File: config.mk
export PLATFORM = sky130hd
export DESIGN_NAME = tqle_update
export DESIGN_NICKNAME = d
export VERILOG_FILES = /design/src/hw/rtl/tabular_q_learning_engine_unit_defines.svh /design/src/hw/rtl/tqle_pkg.sv /design/src/hw/rtl/tqle_update.sv
export SDC_FILE = /design/constraint.sdc
export NUM_CORES = 2
export LEC_CHECK = 0
export BUFFER_PORTS_ARGS = -buffer_cell sky130_fd_sc_hd__buf_2
export CELL_PAD_IN_SITES_DETAIL_PLACEMENT = 1
export CELL_PAD_IN_SITES_GLOBAL_PLACEMENT = 1
export CORE_MARGIN = 5
export CORE_UTILIZATION = 35
export CTS_CLUSTER_DIAMETER = 40
export DETAILED_ROUTE_END_ITERATION = 7
export PLACE_DENSITY_LB_ADDON = 0.1
export SYNTH_ARGS = -nofsm -noshare
export SYNTH_HDL_FRONTEND = slang
export SYNTH_SLANG_ARGS = --single-unit
File: constraint.sdc
create_clock -name clk -period 10.9 [get_ports clk]
set_input_delay 1.09 -clock clk [delete_from_list [all_inputs] [get_ports clk]]
set_output_delay 1.09 -clock clk [all_outputs]
set_load 0.02 [all_outputs]
File: src/hw/rtl/tabular_q_learning_engine_unit_defines.svh
// Assertion macros for the Q-learning engine.
// Included by the top level; expects clk and rst_n in scope.
`ifndef TABULAR_Q_LEARNING_ENGINE_UNIT_DEFINES_SVH
`define TABULAR_Q_LEARNING_ENGINE_UNIT_DEFINES_SVH

// Same-cycle implication, disabled during reset.
`define TQLE_ASSERT_IMPLY(label, ante, cons, msg) \
  label: assert property (@(posedge clk) disable iff (!rst_n) (ante) |-> (cons)) \
    else $error(msg);

// Next-cycle implication, disabled during reset.
`define TQLE_ASSERT_NEXT(label, ante, cons, msg) \
  label: assert property (@(posedge clk) disable iff (!rst_n) (ante) |=> (cons)) \
    else $error(msg);

`endif

File: src/hw/rtl/tqle_pkg.sv
// Shared constants and types for the tabular Q-learning engine.
// No dependencies.
package tqle_pkg;

  localparam int NUM_ACTIONS = 4;
  localparam int ACT_W       = 2;
  localparam int COORD_W     = 8;
  localparam int REWARD_W    = 8;
  localparam int PCT_W       = 7;
  localparam int RATE_W      = 9;
  localparam int CFG_W       = 9;
  localparam int CFG_IDX_W   = 2;
  localparam int OUT_VAL_W   = 16;

  localparam logic [RATE_W-1:0] RATE_ONE      = 9'd256;
  localparam logic [RATE_W-1:0] LR_RESET      = 9'd128;
  localparam logic [RATE_W-1:0] DISC_RESET    = 9'd243;
  localparam logic [PCT_W-1:0]  EXPLORE_RESET = 7'd20;

  localparam logic [CFG_IDX_W-1:0] CFG_LEARNING_RATE   = 2'd0;
  localparam logic [CFG_IDX_W-1:0] CFG_DISCOUNT        = 2'd1;
  localparam logic [CFG_IDX_W-1:0] CFG_EXPLORE_PERCENT = 2'd2;

  // Stage enables for the update datapath
  typedef struct packed {
    logic mul1_en;
    logic mul2_en;
  } upd_ctl_t;

endpackage

File: src/hw/rtl/tqle_update.sv
// Q-learning update datapath: two multiply stages, then scaling and saturation.
// Depends on tqle_pkg.
module tqle_update #(
  parameter int Q_WIDTH = 16
) (
  input  logic                                  clk,
  input  tqle_pkg::upd_ctl_t                    ctl,
  input  logic signed [Q_WIDTH-1:0]             q_old,
  input  logic signed [Q_WIDTH-1:0]             q_max,
  input  logic signed [tqle_pkg::REWARD_W-1:0]  reward,
  input  logic [tqle_pkg::RATE_W-1:0]           alpha,
  input  logic [tqle_pkg::RATE_W-1:0]           gamma,
  output logic signed [Q_WIDTH-1:0]             new_val
);

  localparam int P1_W = Q_WIDTH + 10;
  localparam int P2_W = Q_WIDTH + 11;
  localparam int NW   = Q_WIDTH + 22;
  localparam int TW   = NW - 16;

  localparam logic signed [TW-1:0] T_MAX = $signed({7'b0000000, {(Q_WIDTH-1){1'b1}}});
  localparam logic signed [TW-1:0] T_MIN = $signed({7'b1111111, {(Q_WIDTH-1){1'b0}}});

  logic signed [P1_W-1:0] p1_r, p1_nxt;
  logic signed [P2_W-1:0] p2_r, p2_nxt;
  logic signed [NW-1:0]   n_r, n_nxt;
  logic signed [P1_W-1:0] gm;
  logic signed [15:0]     r256;
  logic signed [P1_W+7:0] p1_sh;
  logic signed [P2_W+9:0] ap2;
  logic [tqle_pkg::RATE_W-1:0] inv_alpha;
  logic signed [NW-1:0]   n_adj;
  logic signed [TW-1:0]   t;

  always_comb begin
    inv_alpha = tqle_pkg::RATE_ONE - alpha;
    p1_nxt    = $signed({1'b0, inv_alpha}) * q_old;
    gm        = $signed({1'b0, gamma}) * q_max;
    r256      = $signed({reward, 8'b0});
    p2_nxt    = P2_W'(gm) + P2_W'(r256);
  end

  always_comb begin
    p1_sh = $signed({p1_r, 8'b0});
    ap2   = $signed({1'b0, alpha}) * p2_r;
    n_nxt = NW'(p1_sh) + NW'(ap2);
  end

  // Truncate toward zero by 512, then floor by 128: one bias, one shift
  always_comb begin
    n_adj = n_r + (n_r[NW-1] ? NW'(511) : NW'(0));
    t     = TW'(n_adj >>> 16);
    if (t > T_MAX) begin
      new_val = $signed({1'b0, {(Q_WIDTH-1){1'b1}}});
    end else if (t < T_MIN) begin
      new_val = $signed({1'b1, {(Q_WIDTH-1){1'b0}}});
    end else begin
      new_val = t[Q_WIDTH-1:0];
    end
  end

  always_ff @(posedge clk) begin
    if (ctl.mul1_en) begin
      p1_r <= p1_nxt;
      p2_r <= p2_nxt;
    end
    if (ctl.mul2_en) begin
      n_r <= n_nxt;
    end
  end

endmodule

# [Word-level counts from Yosys, hierarchy flattened]
# Cells that the tools add are included.
[totals] regBits=91 input_bits=61 output_inout_bits=16 word_cells=15
[classes] muxes=3 n_addsub=4 mul=3 order_cmp=2
[op_table] cell="$mul 10x16->26" n=2
[op_table] cell="$add 34x37->38" n=1
[op_table] cell="$add 38x10->38" n=1
[op_table] cell="$mul 10x27->37" n=1
[op_table] cell="$mux 16" n=2
[op_table] cell="$add 26x16->27" n=1
[op_table] cell="$gt 22x16->1 const B" n=1
[op_table] cell="$lt 22x16->1 const B" n=1
[op_table] cell="$mux 9" n=1
[op_table] cell="$sub 9x9->9 const A" n=1

# [Longest topological paths before layout]
[depth] ltp_word=5 ltp_mapped=28 ltp_nobuf=25

# [Least setup slack after synthesis]
# OpenSTA, ideal clock, no wires.
[synth_path] path_kind="input port to flip-flop" start="input port alpha[0] (netlist bit)" end="register p1_r[25] (data pin)" arrival_time_ps=7389 setup_time_ps=260 n_path_buf=3 t_required_ps=10640 cell_stages=26 path_slack_ps=3252 cell_sequence="clkbuf_1 clkbuf_1 inv_1 ha_1 xnor2_1 clkbuf_1 nand2_1 fa_1 inv_1 fa_1 inv_1 fa_1 inv_1 fa_1 inv_1 fa_1 inv_1 ha_1 a2111oi_0 o21ai_0 a41oi_1 o21ai_0 a2111oi_0 o21bai_1 a21oi_1 xnor2_1"
[synth_via] elab_chain_cells=2
[synth_rtl] element="from (decl)" line_no="tqle_update.sv:11" source="input logic [tqle_pkg::RATE_W-1:0] alpha,"
[synth_rtl] element="$sub 9x9->9" line_no="tqle_update.sv:36" source="inv_alpha = tqle_pkg::RATE_ONE - alpha;"
[synth_rtl] element="$mul 10x16->26" line_no="tqle_update.sv:37" source="p1_nxt = $signed({1'b0, inv_alpha}) * q_old;"
[synth_rtl] element="named net p1_nxt[25]" line_no="tqle_update.sv:24" source="logic signed [P1_W-1:0] p1_r, p1_nxt;"
[synth_rtl] element="to (signal assigned)" line_no="tqle_update.sv:64" source="p1_r <= p1_nxt;"
[synth_rtl] element="to (decl)" line_no="tqle_update.sv:24"
# The timed path passes the listed nets, and every way through them passes these cells.
# A chain may end at the register's enable or synchronous reset.

# [Final worst setup path]
[layout_path] start="input port alpha[1] (netlist bit)" end="register p1_r[25] (data pin)"
# The elaborated chain is that of the path after synthesis.

==> run_summary.xml <==
<?xml version="1.0" encoding="UTF-8"?>
<metrics>
  <group name="run_status">
    <metric name="status" unit="">finished, final reports clean</metric>
  </group>
  <group name="yosys">
    <metric name="synth_top_family_by_area" unit="">adder cells</metric>
    <metric name="synth_area_per_cell" unit="um^2">9.290</metric>
    <metric name="seq_area_frac_synth" unit="%">11.32</metric>
    <metric name="post_synth_and_or_nand_nor_area_fraction" unit="%">14.50</metric>
    <metric name="synth_edf_count" unit="">91</metric>
    <metric name="netlist_area" unit="um^2">24140</metric>
    <metric name="synth.top_cell.area_share" unit="%">40.81</metric>
    <metric name="post_synth_xor_area_fraction" unit="%">4.090</metric>
    <metric name="synth_compound_area_share" unit="%">6.729</metric>
    <metric name="synth_cell_type_count" unit="">61</metric>
    <metric name="post-synth-top-count-cell" unit="">inv_1</metric>
    <metric name="synth.top_cells.by_count" unit="">inv_1 (636), fa_1 (492), nand2_1 (343)</metric>
    <metric name="netlist_instances" unit="">2598</metric>
    <metric name="post_synth_mux_area_share" unit="%">0.08294</metric>
    <metric name="synthesis.yosys.warnings" unit="">0</metric>
    <metric name="synth.ff_latch_count" unit="">91</metric>
    <metric name="mappedNetlistNets" unit="">3365</metric>
    <metric name="synth_area_leaders" unit="">fa_1 (41%), edfxtp_1 (11%), ha_1 (11%)</metric>
    <metric name="postSynth.asyncResetShare" unit="%">0</metric>
    <metric name="adder_and_majority_gate_portion_of_the_synthesized_area" unit="%">51.90</metric>
    <metric name="yosys.area.top_type" unit="">fa_1</metric>
    <metric name="ys_dominant_reg_cell" unit="">edfxtp_1</metric>
  </group>
  <group name="placement">
    <metric name="preCtsSetupSlack" unit="ns">2.616</metric>
    <metric name="post-dp-hpwl" unit="um">53220</metric>
    <metric name="cells_after_dpl" unit="">3473</metric>
    <metric name="globalplace.congestion" unit="">0.8203</metric>
    <metric name="port_buf_inserts" unit="">76</metric>
  </group>
  <group name="sta">
    <metric name="layout_min_cycle_time" unit="ns">7.781</metric>
    <metric name="rsz0062_at_grt" unit="">no</metric>
    <metric name="count_of_pins_over_their_slew_limit" unit="">0</metric>
    <metric name="finalClockSkew" unit="ns">0.01544</metric>
    <metric name="finalCritPeriodShare" unit="%">71.39</metric>
    <metric name="clock.fmax" unit="GHz">0.1285</metric>
    <metric name="worst_slew_margin_rel" unit="%">22.28</metric>
    <metric name="timing_worst_slew_pin_value" unit="ns">1.158</metric>
    <metric name="setup_ws" unit="ns">3.119</metric>
    <metric name="finalSetupTns" unit="ns">0</metric>
    <metric name="hold_violations" unit="">0</metric>
    <metric name="final-setup-viol-count" unit="">0</metric>
  </group>
  <group name="critical_path">
    <metric name="critPathLaunchType" unit="">input port</metric>
    <metric name="critPathRequiredTime" unit="ns">11.04</metric>
    <metric name="worst_r2r_endpoint" unit="">n_r[37]</metric>
    <metric name="reg2reg_slack" unit="ns">4.40</metric>
    <metric name="critPathArrivalTime" unit="ns">7.92</metric>
    <metric name="cp_max_fo" unit="">31</metric>
    <metric name="worst_r2r_path_depth" unit="">20</metric>
    <metric name="critPathKind" unit="">input port to flip-flop</metric>
    <metric name="worst_setup_path_end_kind" unit="">flip-flop</metric>
    <metric name="r2r_start" unit="">p2_r[7]</metric>
  </group>
  <group name="drt">
    <metric name="detail_route.iter0.violations" unit="">500</metric>
    <metric name="wirelength" unit="um">62470</metric>
    <metric name="drt_drc_violations_left" unit="">0</metric>
    <metric name="route.antenna.remaining_nets" unit="">0</metric>
    <metric name="drt-wirelength-per-cell" unit="um">17.90</metric>
    <metric name="detail_route.vias_per_cell" unit="">4.775</metric>
    <metric name="route.vias.total" unit="">16660</metric>
    <metric name="detail_route.first_pass.iterations" unit="">4</metric>
  </group>
  <group name="global_routing">
    <metric name="grt_overflow_total" unit="">0</metric>
    <metric name="largest_net_degree_at_the_start_of_global_routing" unit="">54</metric>
    <metric name="grt_pass1_wl" unit="um">104000</metric>
    <metric name="grt_use_total" unit="%">17.47</metric>
    <metric name="grt_pass1_vias" unit="">19170</metric>
    <metric name="number_of_antenna_violations_at_the_first_check_in_global_routing" unit="">2</metric>
  </group>
  <group name="cells_and_area">
    <metric name="multiInputGateArea" unit="um^2">18660</metric>
    <metric name="antenna-diode-count" unit="">0</metric>
    <metric name="area.sequential" unit="um^2">2733</metric>
    <metric name="final_layout_size_suffix_gt1_share" unit="%">4.948</metric>
    <metric name="area_growth" unit="%">6.117</metric>
    <metric name="design.final.nets" unit="">3369</metric>
    <metric name="final-instance-count-excl-fill" unit="">3489</metric>
    <metric name="num-fill-cells" unit="">7941</metric>
  </group>
  <group name="worst_hold_path">
    <metric name="hold-path-cell-count" unit="">1</metric>
    <metric name="class_of_the_tightest_hold_or_removal_check" unit="">flip-flop to flip-flop</metric>
    <metric name="whs_endpoint" unit="">n_r[0]</metric>
    <metric name="holdCritStartpoint" unit="">p2_r[0]</metric>
  </group>
  <group name="clock_network">
    <metric name="clkTransAtPathRegs" unit="ns">0.08</metric>
    <metric name="root_buffer" unit="">clkbuf_16</metric>
    <metric name="htree_num_levels" unit="">3</metric>
    <metric name="clock_sink_count" unit="">91</metric>
    <metric name="clock_tree_from_tritoncts" unit="">built</metric>
    <metric name="cts_made_buffers" unit="">9</metric>
    <metric name="cts_post_setup_buffers_inserted" unit="">0</metric>
    <metric name="worst_skew_pair.late_latency" unit="ns">0.39</metric>
    <metric name="ctsResizeCount" unit="">0</metric>
    <metric name="cts.hold.buffers_added" unit="">0</metric>
    <metric name="cts_max_path_buffers" unit="">2</metric>
  </group>
  <group name="floorplan">
    <metric name="core-area" unit="um^2">68470</metric>
    <metric name="row_count" unit="">96</metric>
    <metric name="die-height" unit="um">272.6</metric>
    <metric name="die-width" unit="um">272.6</metric>
    <metric name="boundaryPins" unit="">77</metric>
    <metric name="starting_density_of_the_core" unit="%">35.25</metric>
    <metric name="floorplan.die_area" unit="um^2">74310</metric>
  </group>
  <group name="flow_run">
    <metric name="drv.max_cap_violation_count" unit="">0</metric>
  </group>
</metrics>
## final cells by class
cell class                      instances  area share (%)
Clock buffer                            9          0.8793
Clock inverter                          7          0.2198
Inverter                              636           9.321
Multi-Input combinational cell       1779           72.85
Sequential cell                        91           10.67
Tap cell                              882           4.309
Timing Repair Buffer                   85           1.749
## per-stage QoR
stage | util (%) | cell area (um^2) | hold WS [ns]
2_1_floorplan | - | 24140 | 0.6365
3_3_place_gp | 37.00 | 25330 | 1.056
3_5_place_dp | 37.00 | 25330 | 1.066
4_1_cts | 37.41 | 25610 | 1.081
5_1_grt | 37.41 | 25610 | 1.100
6_report | 37.41 | 25610 | 1.027
## placed cells by master (no fill, tap or decap), types with 7 or more instances in the layout
| master | Yosys | layout |
|---|---|---|
| a211oi_1 | 12 | 12 |
| a21o_1 | 21 | 21 |
| a21oi_1 | 76 | 76 |
| a31oi_1 | 11 | 11 |
| and2_1 | 221 | 221 |
| and3_1 | 12 | 12 |
| buf_2 | 0 | 76 |
| buf_4 | 1 | 9 |
| clkbuf_16 | 0 | 9 |
| edfxtp_1 | 91 | 91 |
| fa_1 | 492 | 492 |
| ha_1 | 214 | 214 |
| inv_1 | 636 | 636 |
| nand2_1 | 343 | 343 |
| nand3_1 | 26 | 26 |
| nand4_1 | 11 | 11 |
| nor2_1 | 49 | 49 |
| nor2b_1 | 21 | 21 |
| nor3_1 | 8 | 8 |
| o211ai_1 | 7 | 7 |
| o21a_1 | 7 | 7 |
| o21ai_0 | 43 | 43 |
| o21ai_2 | 11 | 11 |
| o21bai_1 | 10 | 10 |
| xnor2_1 | 88 | 88 |
| xor2_1 | 21 | 21 |
## critical path: stages
cell       delay, ns
buf_2           0.51
inv_1           0.10
ha_1            0.68
nand2_1         0.16
fa_1            0.55
inv_1           0.05
fa_1            0.49
inv_1           0.05
fa_1            0.54
inv_1           0.05
fa_1            0.47
inv_1           0.05
fa_1            0.47
inv_1           0.04
ha_1            0.34
a2111oi_0       0.39
o21ai_0         0.25
a41oi_1         0.49
o21ai_0         0.32
a2111oi_0       0.42
o21bai_1        0.12
a21oi_1         0.18
xnor2_1         0.09
## sequential cells by signal, summed over array words and instances, names as in the netlist
name  cells
p1_r     26
p2_r     27
n_r      38
## worst max-delay path by stage
stage,start,end
4_1_cts,alpha[1],p1_r[25]
3_3_place_gp,alpha[1],p1_r[25]
2_1_floorplan,alpha[0],p1_r[25]
5_1_grt,alpha[1],p1_r[25]
3_5_place_dp,alpha[1],p1_r[25]
6_report,alpha[1],p1_r[25]
## logic make-up after synthesis
group | count (synthesis)
adder cells (fa/ha/maj) | 706
flip-flops | 91
AO/OA/AOI/OAI | 241
buffers and inverters | 728
AND/OR/NAND/NOR | 719
multiplexers | 2
XOR/XNOR | 111
## per-layer routing
metal  wire length [um]  share of wire, %  up-vias  track usage (%)
met4                361              0.58        0            1.895
met3               1094               1.8       18            1.580
li1                   -                 -     7842                -
met5                  0                 0        -                0
met2              31210                50      116            31.19
met1              29810                48     8685            24.04
Power is left out: the tool's default activity adds up to more than one toggle a clock period on the data nets, which glitch-free logic cannot reach.
