$ cat src/hw/rtl/tabular_q_learning_engine_unit_defines.svh
// Assertion macros for the Q-learning engine.
// Included by the top level; expects clk and rst_n in scope.
`ifndef TABULAR_Q_LEARNING_ENGINE_UNIT_DEFINES_SVH
`define TABULAR_Q_LEARNING_ENGINE_UNIT_DEFINES_SVH

// Same-cycle implication, disabled during reset.
`define TQLE_ASSERT_IMPLY(label, ante, cons, msg) \
  label: assert property (@(posedge clk) disable iff (!rst_n) (ante) |-> (cons)) \
    else $error(msg);

// Next-cycle implication, disabled during reset.
`define TQLE_ASSERT_NEXT(label, ante, cons, msg) \
  label: assert property (@(posedge clk) disable iff (!rst_n) (ante) |=> (cons)) \
    else $error(msg);

`endif

$ cat src/hw/rtl/tqle_pkg.sv
// Shared constants and types for the tabular Q-learning engine.
// No dependencies.
package tqle_pkg;

  localparam int NUM_ACTIONS = 4;
  localparam int ACT_W       = 2;
  localparam int COORD_W     = 8;
  localparam int REWARD_W    = 8;
  localparam int PCT_W       = 7;
  localparam int RATE_W      = 9;
  localparam int CFG_W       = 9;
  localparam int CFG_IDX_W   = 2;
  localparam int OUT_VAL_W   = 16;

  localparam logic [RATE_W-1:0] RATE_ONE      = 9'd256;
  localparam logic [RATE_W-1:0] LR_RESET      = 9'd128;
  localparam logic [RATE_W-1:0] DISC_RESET    = 9'd243;
  localparam logic [PCT_W-1:0]  EXPLORE_RESET = 7'd20;

  localparam logic [CFG_IDX_W-1:0] CFG_LEARNING_RATE   = 2'd0;
  localparam logic [CFG_IDX_W-1:0] CFG_DISCOUNT        = 2'd1;
  localparam logic [CFG_IDX_W-1:0] CFG_EXPLORE_PERCENT = 2'd2;

  // Stage enables for the update datapath
  typedef struct packed {
    logic mul1_en;
    logic mul2_en;
  } upd_ctl_t;

endpackage

$ cat src/hw/rtl/tqle_choose.sv
// Epsilon-greedy action choice over one row of four Q values.
// Depends on tqle_pkg.
module tqle_choose #(
  parameter int Q_WIDTH = 16
) (
  input  logic [tqle_pkg::NUM_ACTIONS*Q_WIDTH-1:0] row,
  input  logic [tqle_pkg::PCT_W-1:0]               rand_percent,
  input  logic [tqle_pkg::PCT_W-1:0]               explore_percent,
  input  logic [tqle_pkg::ACT_W-1:0]               rand_action,
  output logic [tqle_pkg::ACT_W-1:0]               next_action,
  output logic                                     explored
);

  logic signed [Q_WIDTH-1:0]   ent [tqle_pkg::NUM_ACTIONS];
  logic signed [Q_WIDTH+1:0]   sum;
  logic signed [Q_WIDTH-1:0]   best_val;
  logic [tqle_pkg::ACT_W-1:0]  best_idx;

  always_comb begin
    for (int k = 0; k < tqle_pkg::NUM_ACTIONS; k++) begin
      ent[k] = row[k*Q_WIDTH +: Q_WIDTH];
    end
  end

  always_comb begin
    sum = '0;
    for (int k = 0; k < tqle_pkg::NUM_ACTIONS; k++) begin
      sum = sum + (Q_WIDTH+2)'(ent[k]);
    end
  end

  // Strict compare keeps the lowest index on ties
  always_comb begin
    best_val = ent[0];
    best_idx = '0;
    for (int k = 1; k < tqle_pkg::NUM_ACTIONS; k++) begin
      if (ent[k] > best_val) begin
        best_val = ent[k];
        best_idx = tqle_pkg::ACT_W'(k);
      end
    end
  end

  always_comb begin
    if (rand_percent <= explore_percent || sum == '0) begin
      next_action = rand_action;
      explored    = 1'b1;
    end else begin
      next_action = best_idx;
      explored    = 1'b0;
    end
  end

endmodule

$ cat config.mk
export PLATFORM = sky130hd
export DESIGN_NAME = tqle_choose
export DESIGN_NICKNAME = d
export VERILOG_FILES = /design/src/hw/rtl/tabular_q_learning_engine_unit_defines.svh /design/src/hw/rtl/tqle_pkg.sv /design/src/hw/rtl/tqle_choose.sv
export SDC_FILE = /design/constraint.sdc
export NUM_CORES = 1
export LEC_CHECK = 0
export ABC_AREA = 1
export ABC_CLOCK_PERIOD_IN_PS = 4500
export BUFFER_PORTS_ARGS = -buffer_cell sky130_fd_sc_hd__buf_2
export CAP_MARGIN = 20
export CELL_PAD_IN_SITES_DETAIL_PLACEMENT = 1
export CELL_PAD_IN_SITES_GLOBAL_PLACEMENT = 1
export CORE_ASPECT_RATIO = 0.6
export CORE_MARGIN = 2
export CORE_UTILIZATION = 41
export DETAILED_ROUTE_END_ITERATION = 6
export PLACE_DENSITY = 0.84
export SYNTH_ARGS = -nofsm -noshare
export SYNTH_HDL_FRONTEND = slang
export SYNTH_SLANG_ARGS = --single-unit
$ cat constraint.sdc
create_clock -name vclk -period 4.5
set_input_delay 0.225 -clock vclk [all_inputs]
set_output_delay 0.225 -clock vclk [all_outputs]
set_load 0.03 [all_outputs]
Word level (Yosys, flattened, before mapping)
Index checks and enable logic that the tools add are counted.
{"block": "word_totals", "ff_bits": 0, "in_bits": 80, "wordCells": 16}
{"block": "op_classes", "addsub": 3, "n_lt_le_gt_ge": 4, "n_mux": 7, "reduce_logical": 2}
{"cell": "$gt A16 B16 Y1", "count": 3}
{"cell": "$mux W16", "count": 2}
{"cell": "$add A17 B16 Y18", "count": 1}
{"cell": "$add A18 B16 Y18", "count": 1}
{"cell": "$logic_not A18 Y1", "count": 1}
{"cell": "$add A16 B16 Y17", "count": 1}
{"cell": "$le A7 B7 Y1", "count": 1}
{"cell": "$mux W2", "count": 3}
{"cell": "$mux W1", "count": 2}
{"cell": "$logic_or A1 B1 Y1", "count": 1}

Longest topological paths before layout
Gate-level depths: netlist (run 1).
{"block": "logic_depth", "depth_word": 7, "mapped_depth": 44, "mapped_depth_nobuf": 42}

Worst setup path after synthesis (run 1)
No wires, ideal clock.
{"block": "synth_timing", "path_kind": "input port to output port", "start": "input port row[15] (netlist bit)", "end": "output port next_action[0] (netlist bit)", "arrival_time_ns": 4.086, "t_required_ns": 4.275, "path_slack_ns": 0.189, "cell_stages": 32, "path_buffers": 2, "path_cell_list": "inv_1 > ha_1 > a21oi_1 > o21ai_1 > a21oi_1 > nand2_1 > nand2_2 > nand3b_4 > buf_6 > nand2_1 > o21ai_2 > ha_1 > nand2_1 > inv_1 > o21ai_0 > nand2_1 > nor2_1 > nand2_1 > nand2_1 > nand2_1 > nand2_1 > clkbuf_1 > o21ai_1 > ha_1 > nand4_1 > nor3_1 > nand2_1 > nand3_1 > nand3_1 > nand2_1 > nand3_1 > nand2_1"}
{"block": "synth_between", "elab_chain_len": 7, "elab_cells_between_ends": 14, "classes_between": "3 x add/sub; 3 x order compare; 6 x mux; 2 x reduce/logical"}
{"element": "start: declaration", "line": "tqle_choose.sv:6", "text": "input logic [tqle_pkg::NUM_ACTIONS*Q_WIDTH-1:0] row,"}
{"element": "parallel branches: the longest is 6 deep, another holds $add A17 B16 Y18"}
{"element": "$mux W2 (*)", "line": "tqle_choose.sv:45", "text": "if (rand_percent <= explore_percent || sum == '0) begin"}
{"element": "end: declaration", "line": "tqle_choose.sv:10", "text": "output logic [tqle_pkg::ACT_W-1:0] next_action,"}
Every way passes the cells marked *.

Worst setup path in the final report (run 1)
{"block": "layout_timing", "start": "input port row[12] (netlist bit)", "end": "output port next_action[0] (netlist bit)"}
Same word-level chain as after synthesis.

==> results of run 1 <==
Yosys cell counts (2+ instances only):
master | count | area [um^2]
a21oi_1 | 32 | 160
a21oi_2 | 2 | 17.5
and2_1 | 3 | 18.8
buf_2 | 2 | 10.0
buf_6 | 2 | 22.5
fa_1 | 33 | 661
ha_1 | 72 | 901
inv_1 | 96 | 360
inv_2 | 3 | 11.3
nand2_1 | 186 | 698
nand2_2 | 15 | 93.8
nand3_1 | 30 | 150
nand3_2 | 8 | 80.1
nand3b_1 | 2 | 15.0
nand4_1 | 5 | 31.3
nor2_1 | 33 | 124
nor2_2 | 5 | 31.3
nor3_1 | 4 | 20.0
o21a_1 | 2 | 15.0
o21ai_0 | 7 | 35.0
o21ai_1 | 16 | 80.1
o21ai_2 | 18 | 158
cells by family (layout without fill, tap and decap cells):
group,count (synthesis),in the layout,share of synthesized area
adders and majority gates,105,105,0.408
xor gates and xnor gates,1,1,0.00229
AOI/OAI and AO/OA,81,81,0.133
buffers and inverters,106,274,0.112
and+or+nand+nor,295,295,0.345
through the flow:
step / hold WS (ps) / utilization / setup WS (ps)
2_1_floorplan: 670 / - / 189
6_report: 774 / 0.646 / -1140
3_3_place_gp: 801 / 0.536 / -323
4_1_cts: 772 / 0.567 / -316
3_5_place_dp: 806 / 0.536 / -720
5_1_grt: 800 / 0.646 / -1270
area by class of cell:
type	instances	area, um^2	area share
inverters	100	388	0.0659
multi-input cells	482	4060	0.690
well taps	116	145	0.0246
repair buffers	174	1290	0.220
report_power, final:
| part | switching, W | internal, W |
|---|---|---|
| Clock | 0 | 0 |
| Sequential | 0 | 0 |
| Combinational | 0.00138 | 0.000788 |
| Total | 0.00138 | 0.000788 |
path summary, 6_finish.rpt:
check	startpoint	end	slack [ps]	cells after the start
max	row[12]	next_action[0]	-1140	33
min	rand_action[1]	next_action[1]	770	4
critical path: cells and delay by family:
kind                       cells  cell delay (ps)
and+or+nand+nor               18             2100
AOI/OAI and AO/OA              6             1360
adders and majority gates      3              860
buffers and inverters          6              840
per-layer routing:
layer  wire [um]  global-route usage  vias up  share of wire
met2       11200               0.614      511           0.47
met5           0                   0        -              0
li1            -                   -     2226              -
met1        8090               0.365     2614           0.34
met3        2040              0.0425      234          0.085
met4        2680               0.133        0           0.11
layout by cell type, fill, tap and decap left out, drive strengths merged, types with 4 or more instances in the layout:
cell type	synthesis	routed
a21oi	34	34
buf	5	171
fa	33	33
ha	72	72
inv	99	100
nand2	201	201
nand3	38	38
nand4	5	5
nor2	39	39
nor3	4	4
o21ai	41	41
timing repair:
| item | 4_1_cts | 5_1_grt |
|---|---|---|
| setup endpoints to repair | 2 | 2 |
| setup buffers | 6 | 11 |
| endpoints found under the hold margin | 0 | 0 |
| pin swaps | 21 | 61 |
| cloned | 2 | 3 |
| gates resized for setup | 46 | 119 |
==> results.yml, run 1 <==
timing:
  setup_viol: 2
  tightest_slew_ps: 495
  fin_crit_sh: 1.25
  rsz0062_at_grt: "yes"
  fin_crit_ps: 5640
  hold_viol: 0
  setup_tns_ps: -2260
  slew-limit-headroom: 0.670
  worst_slack_ps: -1140
  slew_violations: 0
  max_freq_mhz: 177
pwr:
  p_leak_nw: 3.12
  power_density_nw_per_um2: 368
  fin_total_pwr_w: 0.00216
  peakVddDrop_uv: 165
placement:
  placed_area_um2: 4890
  detailed_place_hpwl_mm: 12.4
  dp.cells: 851
  gp_congestion: 0.922
  port-buffer-count: 83
flow_run:
  maxCapViolations: 0
cells_and_area:
  final_area_um2: 5890
  area_growth_pct: 53.9
  drive_above_1_share: 0.444
  register_area_um2: 0
  antenna_cells: 0
  fillers: 1181
  seq_cells: 0
  nClkBuffers: 0
  fin_nets: 943
  fin_cells: 872
detailed_routing:
  routed_wl_mm: 24.0
  wl_per_cell_um: 27.5
  vias: 5585
  antenna_left: 0
  vias_per_cell: 6.40
  initialDrtViolationCount: 507
  drc: 0
  first_pass_iters: 5
critical_path:
  arrival_ps: 5410
  critPathMaxStageDelay_ps: 430
  crit_type: "input port to output pin"
  crit_top_cell: "nand2_1"
  required_ps: 4280
  cp-end-kind: "output pin"
  crit_fanout: 8
  crit_slowest_cell: "a21oi_1"
  startpoint_type: "input port"
outcome:
  status: "complete, but fails checks"
  violations: "negative setup slack"
die:
  initial_core_util: 0.419
  die_h_um: 78.8
  ios: 83
  fp.dieW_um: 129
  core_um2: 9120
  rows: 27
  dieArea_um2: 10100
global_routing:
  grt_usage: 0.323
  antenna_found_initial: 0
  grt_max_degree: 17
  grt_pass1_vias: 5370
  overflow: 0
  grt_pass1_wl_mm: 26.0
synth:
  syn_nets: 773
  synth.avg_cell_area_um2: 6.51
  yosysSeqAreaShare: 0
  synthCells: 588
  syn_area_um2: 3830
  yosysWarningCount: 0
  ys_types: 34
worst_hold_path:
  holdCritPathClass: "input port to output pin"
cts:
  postCtsHoldBufs: 0
Note: power is estimated with default switching activity, not from simulation.
==> inputs of run 2 (changes only) <==
==> constraint.sdc (replaced) <==
create_clock -name vclk -period 4.5
set_input_delay 1.35 -clock vclk [all_inputs]
set_output_delay 1.35 -clock vclk [all_outputs]
set_load 0.03 [all_outputs]
==> run 2 against run 1 <==
- the run now fails in clock tree synthesis
- synthesized cell count unchanged
- area after synthesis unchanged
==> results.yml, run 2 <==
die:
  ios: 83
  initial_core_util: 0.419
  fp.dieW_um: 129
  die_h_um: 78.8
  rows: 27
synth:
  synth.avg_cell_area_um2: 6.51
  yosysTopAreaCellShare: 0.235
  yosysWarningCount: 0
  syn_area_um2: 3830
  syn_nets: 773
  ys_types: 34
  yosys-top-cells-area: "ha_1 24%, nand2_1 18%, fa_1 17%, inv_1 9.4%, a21oi_1 4.2%"
  yosys.area.top_type: "ha_1"
  yosys-top-cells-count: "186 x nand2_1, 96 x inv_1, 72 x ha_1"
  yosysSeqAreaShare: 0
  synth.most_common_cell: "nand2_1"
  synthCells: 588
placement:
  port-buffer-count: 83
  placed_area_um2: 5580
  gp_congestion: 0.864
  dp.cells: 906
  pre_cts_ws_ps: -2810
  detailed_place_hpwl_mm: 15.3
cts:
  cts_resized: 86
  postCtsHoldBufs: 0
  cts_setup_buffers: 19
outcome:
  haltStage: "clock tree synthesis"
  status: "aborted with a tool error"
  error_line: "[ERROR DPL-0033] detailed placement checks failed during check placement."
run 2: cell counts after synthesis:
Identical to the previous run, type by type.
run 2: stage by stage:
step / TNS (ps) / hold WS, ps
3_3_place_gp: -5890 / 3070
2_1_floorplan: -4060 / 2880
3_5_place_dp: -6970 / 3070
run 2: kinds of logic after synthesis:
family                   share of synthesized area
AND/OR/NAND/NOR                              0.345
buffers and inverters                        0.112
adder cells (fa/ha/maj)                      0.408
AO/OA/AOI/OAI                                0.133
XOR/XNOR                                   0.00229
==> inputs of run 3 (changes only) <==
- CELL_PAD_IN_SITES_DETAIL_PLACEMENT: 1 -> not set
- CELL_PAD_IN_SITES_GLOBAL_PLACEMENT: 1 -> not set
- CORE_ASPECT_RATIO: 0.6 -> not set
- CORE_UTILIZATION: 41 -> 40
- PLACE_DENSITY: 0.84 -> not set
- PLACE_DENSITY_LB_ADDON: not set -> 0.15
==> run 3 against run 2 <==
- the flow now finishes, with violations (negative setup slack)
==> results.yml, run 3 (synthesized netlist as in run 1, its figures left out) <==
outcome:
  status: "complete, but fails checks"
  violations: "negative setup slack"
placement:
  gp_congestion: 0.916
  detailed_place_hpwl_mm: 10.1
  port-buffer-count: 83
  dp.cells: 919
  placed_area_um2: 5580
timing:
  tightest_slew_ps: 405
  setup_viol: 3
  fin_crit_ps: 6890
  slew-limit-headroom: 0.730
  rsz0062_at_grt: "yes"
  hold_viol: 0
  worst_slack_ps: -2390
  max_freq_mhz: 145
  fin_crit_sh: 1.53
  slew_violations: 0
critical_path:
  crit_slowest_cell: "ha_1"
  crit_fanout: 8
  cp-end-kind: "output pin"
  cp.depth: 36
  crit_type: "input port to output pin"
  critPathMaxStageDelay_ps: 310
  required_ps: 3150
  startpoint_type: "input port"
  worst-path-buf-inv: 6
  crit_family: "simple AND/OR/NAND/NOR gates"
  arrival_ps: 5540
  crit_top_cell: "nand2_2"
detailed_routing:
  wl_met2_mm: 6.01
  vias: 4499
  first_pass_iters: 5
  drc: 0
  wl_per_cell_um: 12.7
  routed_wl_mm: 11.8
  drt-met1-wl_mm: 5.05
  antenna_left: 0
  highest_layer: "met4"
  met3_length_um: 457
  initialDrtViolationCount: 141
  vias_per_cell: 4.83
pwr:
  peakVddDrop_uv: 158
  p_leak_nw: 3.29
  power_density_nw_per_um2: 294
global_routing:
  grt_max_degree: 17
  grt_usage: 0.231
  overflow: 0
  grt_pass1_vias: 4667
  grt_pass1_wl_mm: 19.7
  antenna_found_initial: 0
die:
  initial_core_util: 0.414
  die_h_um: 102
  ios: 83
  core_um2: 9240
  rows: 35
  dieArea_um2: 10400
  fp.dieW_um: 102
worst_hold_path:
  hold_depth: 4
  holdCritPathClass: "input port to output pin"
cells_and_area:
  seq_cells: 0
  final_cell_mix: "164 x nand2_1, 126 x buf_4, 78 x inv_1"
  fin_cells: 931
  drive_above_1_share: 0.463
  post-route-util: 0.658
  area_growth_pct: 58.8
  final_area_um2: 6080
  final_common_cell: "nand2_1"
  antenna_cells: 0
  nClkBuffers: 0
  fin_nets: 989
  register_area_um2: 0
flow_run:
  maxCapViolations: 0
-- run 3: stage by stage --
| stage | setup TNS (ps) | worst slack [ps] | power, W | hold slack, ps |
|---|---|---|---|---|
| final | -6000 | -2390 | 0.00179 | 3010 |
| after CTS | -5840 | -2280 | 0.00163 | 3020 |
| after detailed placement | -6210 | -2440 | 0.00158 | 3080 |
| after global placement | -5980 | -2320 | 0.00154 | 3060 |
| after floorplan | -4060 | -1650 | 0.00105 | 2880 |
| after global routing | -6710 | -2680 | 0.00202 | 3030 |
-- run 3: final cells by class --
class	instances	area [um^2]
Fill cell	805	3160
Inverter	100	399
Multi-Input combinational cell	482	3900
Tap cell	129	161
Timing Repair Buffer	220	1620
-- run 3: tightest hold or removal path, cell delays in order --
cell and delay (ps):
buf_2 80, nand2_1 60, nand2_2 60, buf_6 120
-- run 3: report_power, final --
group          switching, W  internal (W)  leakage (nW)  total (W)
clock network             0             0             0          0
registers                 0             0             0          0
logic              0.000974      0.000812          3.29    0.00179
total              0.000974      0.000812          3.29    0.00179
-- run 3: per-layer routing --
| layer | vias to the layer above | global-route usage |
|---|---|---|
| met1 | 2053 | 0.286 |
| met4 | 0 | 0.0426 |
| met2 | 102 | 0.443 |
| met5 | - | 0 |
| li1 | 2326 | - |
| met3 | 18 | 0.00966 |
-- run 3: final timing paths --
kind / from / slack (ps) / to
setup / recovery: row[9] / -2390 / next_action[1]
hold / removal: rand_action[1] / 3010 / next_action[1]
-- run 3: timing repair --
action,CTS,global route
buffers inserted,1,7
hold buffers,0,0
gates resized for setup,18,65
pin swaps,16,35
setup endpoints to repair,3,3
gates cloned,1,3
==> inputs of run 4 (changes only) <==
- PLACE_DENSITY: not set -> 0.58
- PLACE_DENSITY_LB_ADDON: 0.15 -> not set
==> run 4 against run 3 <==
- the flow still finishes with violations (negative setup slack)
- sequential share of layout area unchanged
- sequential cell count unchanged
- final cell count shrank 1.2%
- setup slack better by 54 ps
- largest cell class unchanged
- largest power group unchanged
==> results.yml, run 4 (synthesized netlist as in run 1, its figures left out) <==
detailed_routing:
  wl_per_cell_um: 12.2
  first_pass_iters: 4
  routed_wl_mm: 11.2
  antenna_left: 0
  initialDrtViolationCount: 83
  drc: 0
  vias: 4338
  vias_per_cell: 4.72
timing:
  max_freq_mhz: 146
  worst_slack_ps: -2340
  tightest_slew_ps: 302
  slew_violations: 0
  rsz0062_at_grt: "yes"
  fin_crit_ps: 6840
  slew-limit-headroom: 0.798
  hold_viol: 0
  fin_crit_sh: 1.52
  setup_viol: 3
  setup_tns_ps: -5830
die:
  die_h_um: 102
  fp.dieW_um: 102
  dieArea_um2: 10400
  core_um2: 9240
  initial_core_util: 0.414
  rows: 35
  ios: 83
critical_path:
  crit_slowest_cell: "ha_1"
  crit_fanout: 8
  arrival_ps: 5490
  crit_type: "input port to output pin"
  cp-end-kind: "output pin"
  crit_family: "simple AND/OR/NAND/NOR gates"
  required_ps: 3150
  startpoint_type: "input port"
  crit_top_cell: "nand2_1"
  critPathMaxStageDelay_ps: 300
  worst-path-buf-inv: 7
placement:
  gp_congestion: 0.868
  detailed_place_hpwl_mm: 9.87
  port-buffer-count: 83
  placed_area_um2: 5560
flow_run:
  maxCapViolations: 0
pwr:
  clock_power_share: 0
  p_comb_frac: 1.000
  power_density_nw_per_um2: 291
  p_sw_w: 0.000928
  p_leak_nw: 3.21
  peakVddDrop_uv: 162
  internal_power_w: 0.000770
  netSwitchingFraction: 0.546
  seqPwrFrac: 0
  fin_total_pwr_w: 0.00170
cells_and_area:
  final_common_cell: "nand2_1"
  post-route-util: 0.632
  antenna_cells: 0
  seq_cells: 0
  area_growth_pct: 52.6
  nClkBuffers: 0
  multiInputGateArea_um2: 3750
  final_area_um2: 5840
  final_cell_mix: "174 x nand2_1, 114 x buf_4, 80 x inv_1"
  fin_nets: 978
  fillers: 875
  drive_above_1_share: 0.418
  register_area_um2: 0
worst_hold_path:
  min-delay-start: "rand_action[1]"
  holdCritPathClass: "input port to output pin"
  min_delay_worst_endpoint: "next_action[1]"
  hold_depth: 4
global_routing:
  grt_pass1_vias: 4373
  grt_usage: 0.225
  overflow: 0
  grt_pass1_wl_mm: 19.2
  grt_max_degree: 17
  antenna_found_initial: 0
outcome:
  violations: "negative setup slack"
  status: "complete, but fails checks"
run 4: repair_timing:
action                                 4_1_cts  5_1_grt
hold buffers                                 0        0
setup buffers                                2        2
pin swaps                                   16        6
resized for setup                           29       15
cloned                                       1        2
endpoints found under the hold margin        0        0
setup endpoints to repair                    3        3
run 4: final cells by class:
cell class                      instances  share of cell area
Tap cell                              129              0.0276
Timing Repair Buffer                  209               0.262
Inverter                              100              0.0684
Multi-Input combinational cell        482               0.642
run 4: metrics by stage:
| step | setup WS (ps) | cells | hold WS (ps) |
|---|---|---|---|
| 5_1_grt | -2680 | 920 | 3030 |
| 4_1_cts | -2210 | 916 | 3020 |
| 3_3_place_gp | -2290 | 913 | 3060 |
| 6_report | -2340 | 920 | 3020 |
| 2_1_floorplan | -1650 | 588 | 2880 |
| 3_5_place_dp | -2360 | 913 | 3070 |
run 4: worst max path at each step:
stage                        from        endpoint  slack (ps)  cells after the start
after global routing      row[16]  next_action[0]       -2680                     45
after floorplan           row[27]  next_action[1]       -1650                     33
after global placement     row[9]  next_action[0]       -2290                     38
after detailed placement  row[11]  next_action[0]       -2360                     33
after CTS                  row[8]  next_action[0]       -2210                     37
final                     row[16]  next_action[0]       -2340                     45
run 4: routing by layer:
layer  routed length (um)  global-route usage  vias to the layer above
met5                    0                   0                        -
li1                     -                   -                     2291
met1                 5150               0.290                     1945
met3                  337             0.00483                       10
met4                  113              0.0229                        0
met2                 5590               0.430                       92
run 4: power by group through the flow:
stage | clock network, W | registers (W) | logic (W)
2_1_floorplan | 0 | 0 | 0.00105
3_3_place_gp | 0 | 0 | 0.00154
3_5_place_dp | 0 | 0 | 0.00158
4_1_cts | 0 | 0 | 0.00163
5_1_grt | 0 | 0 | 0.00194
6_report | 0 | 0 | 0.00170
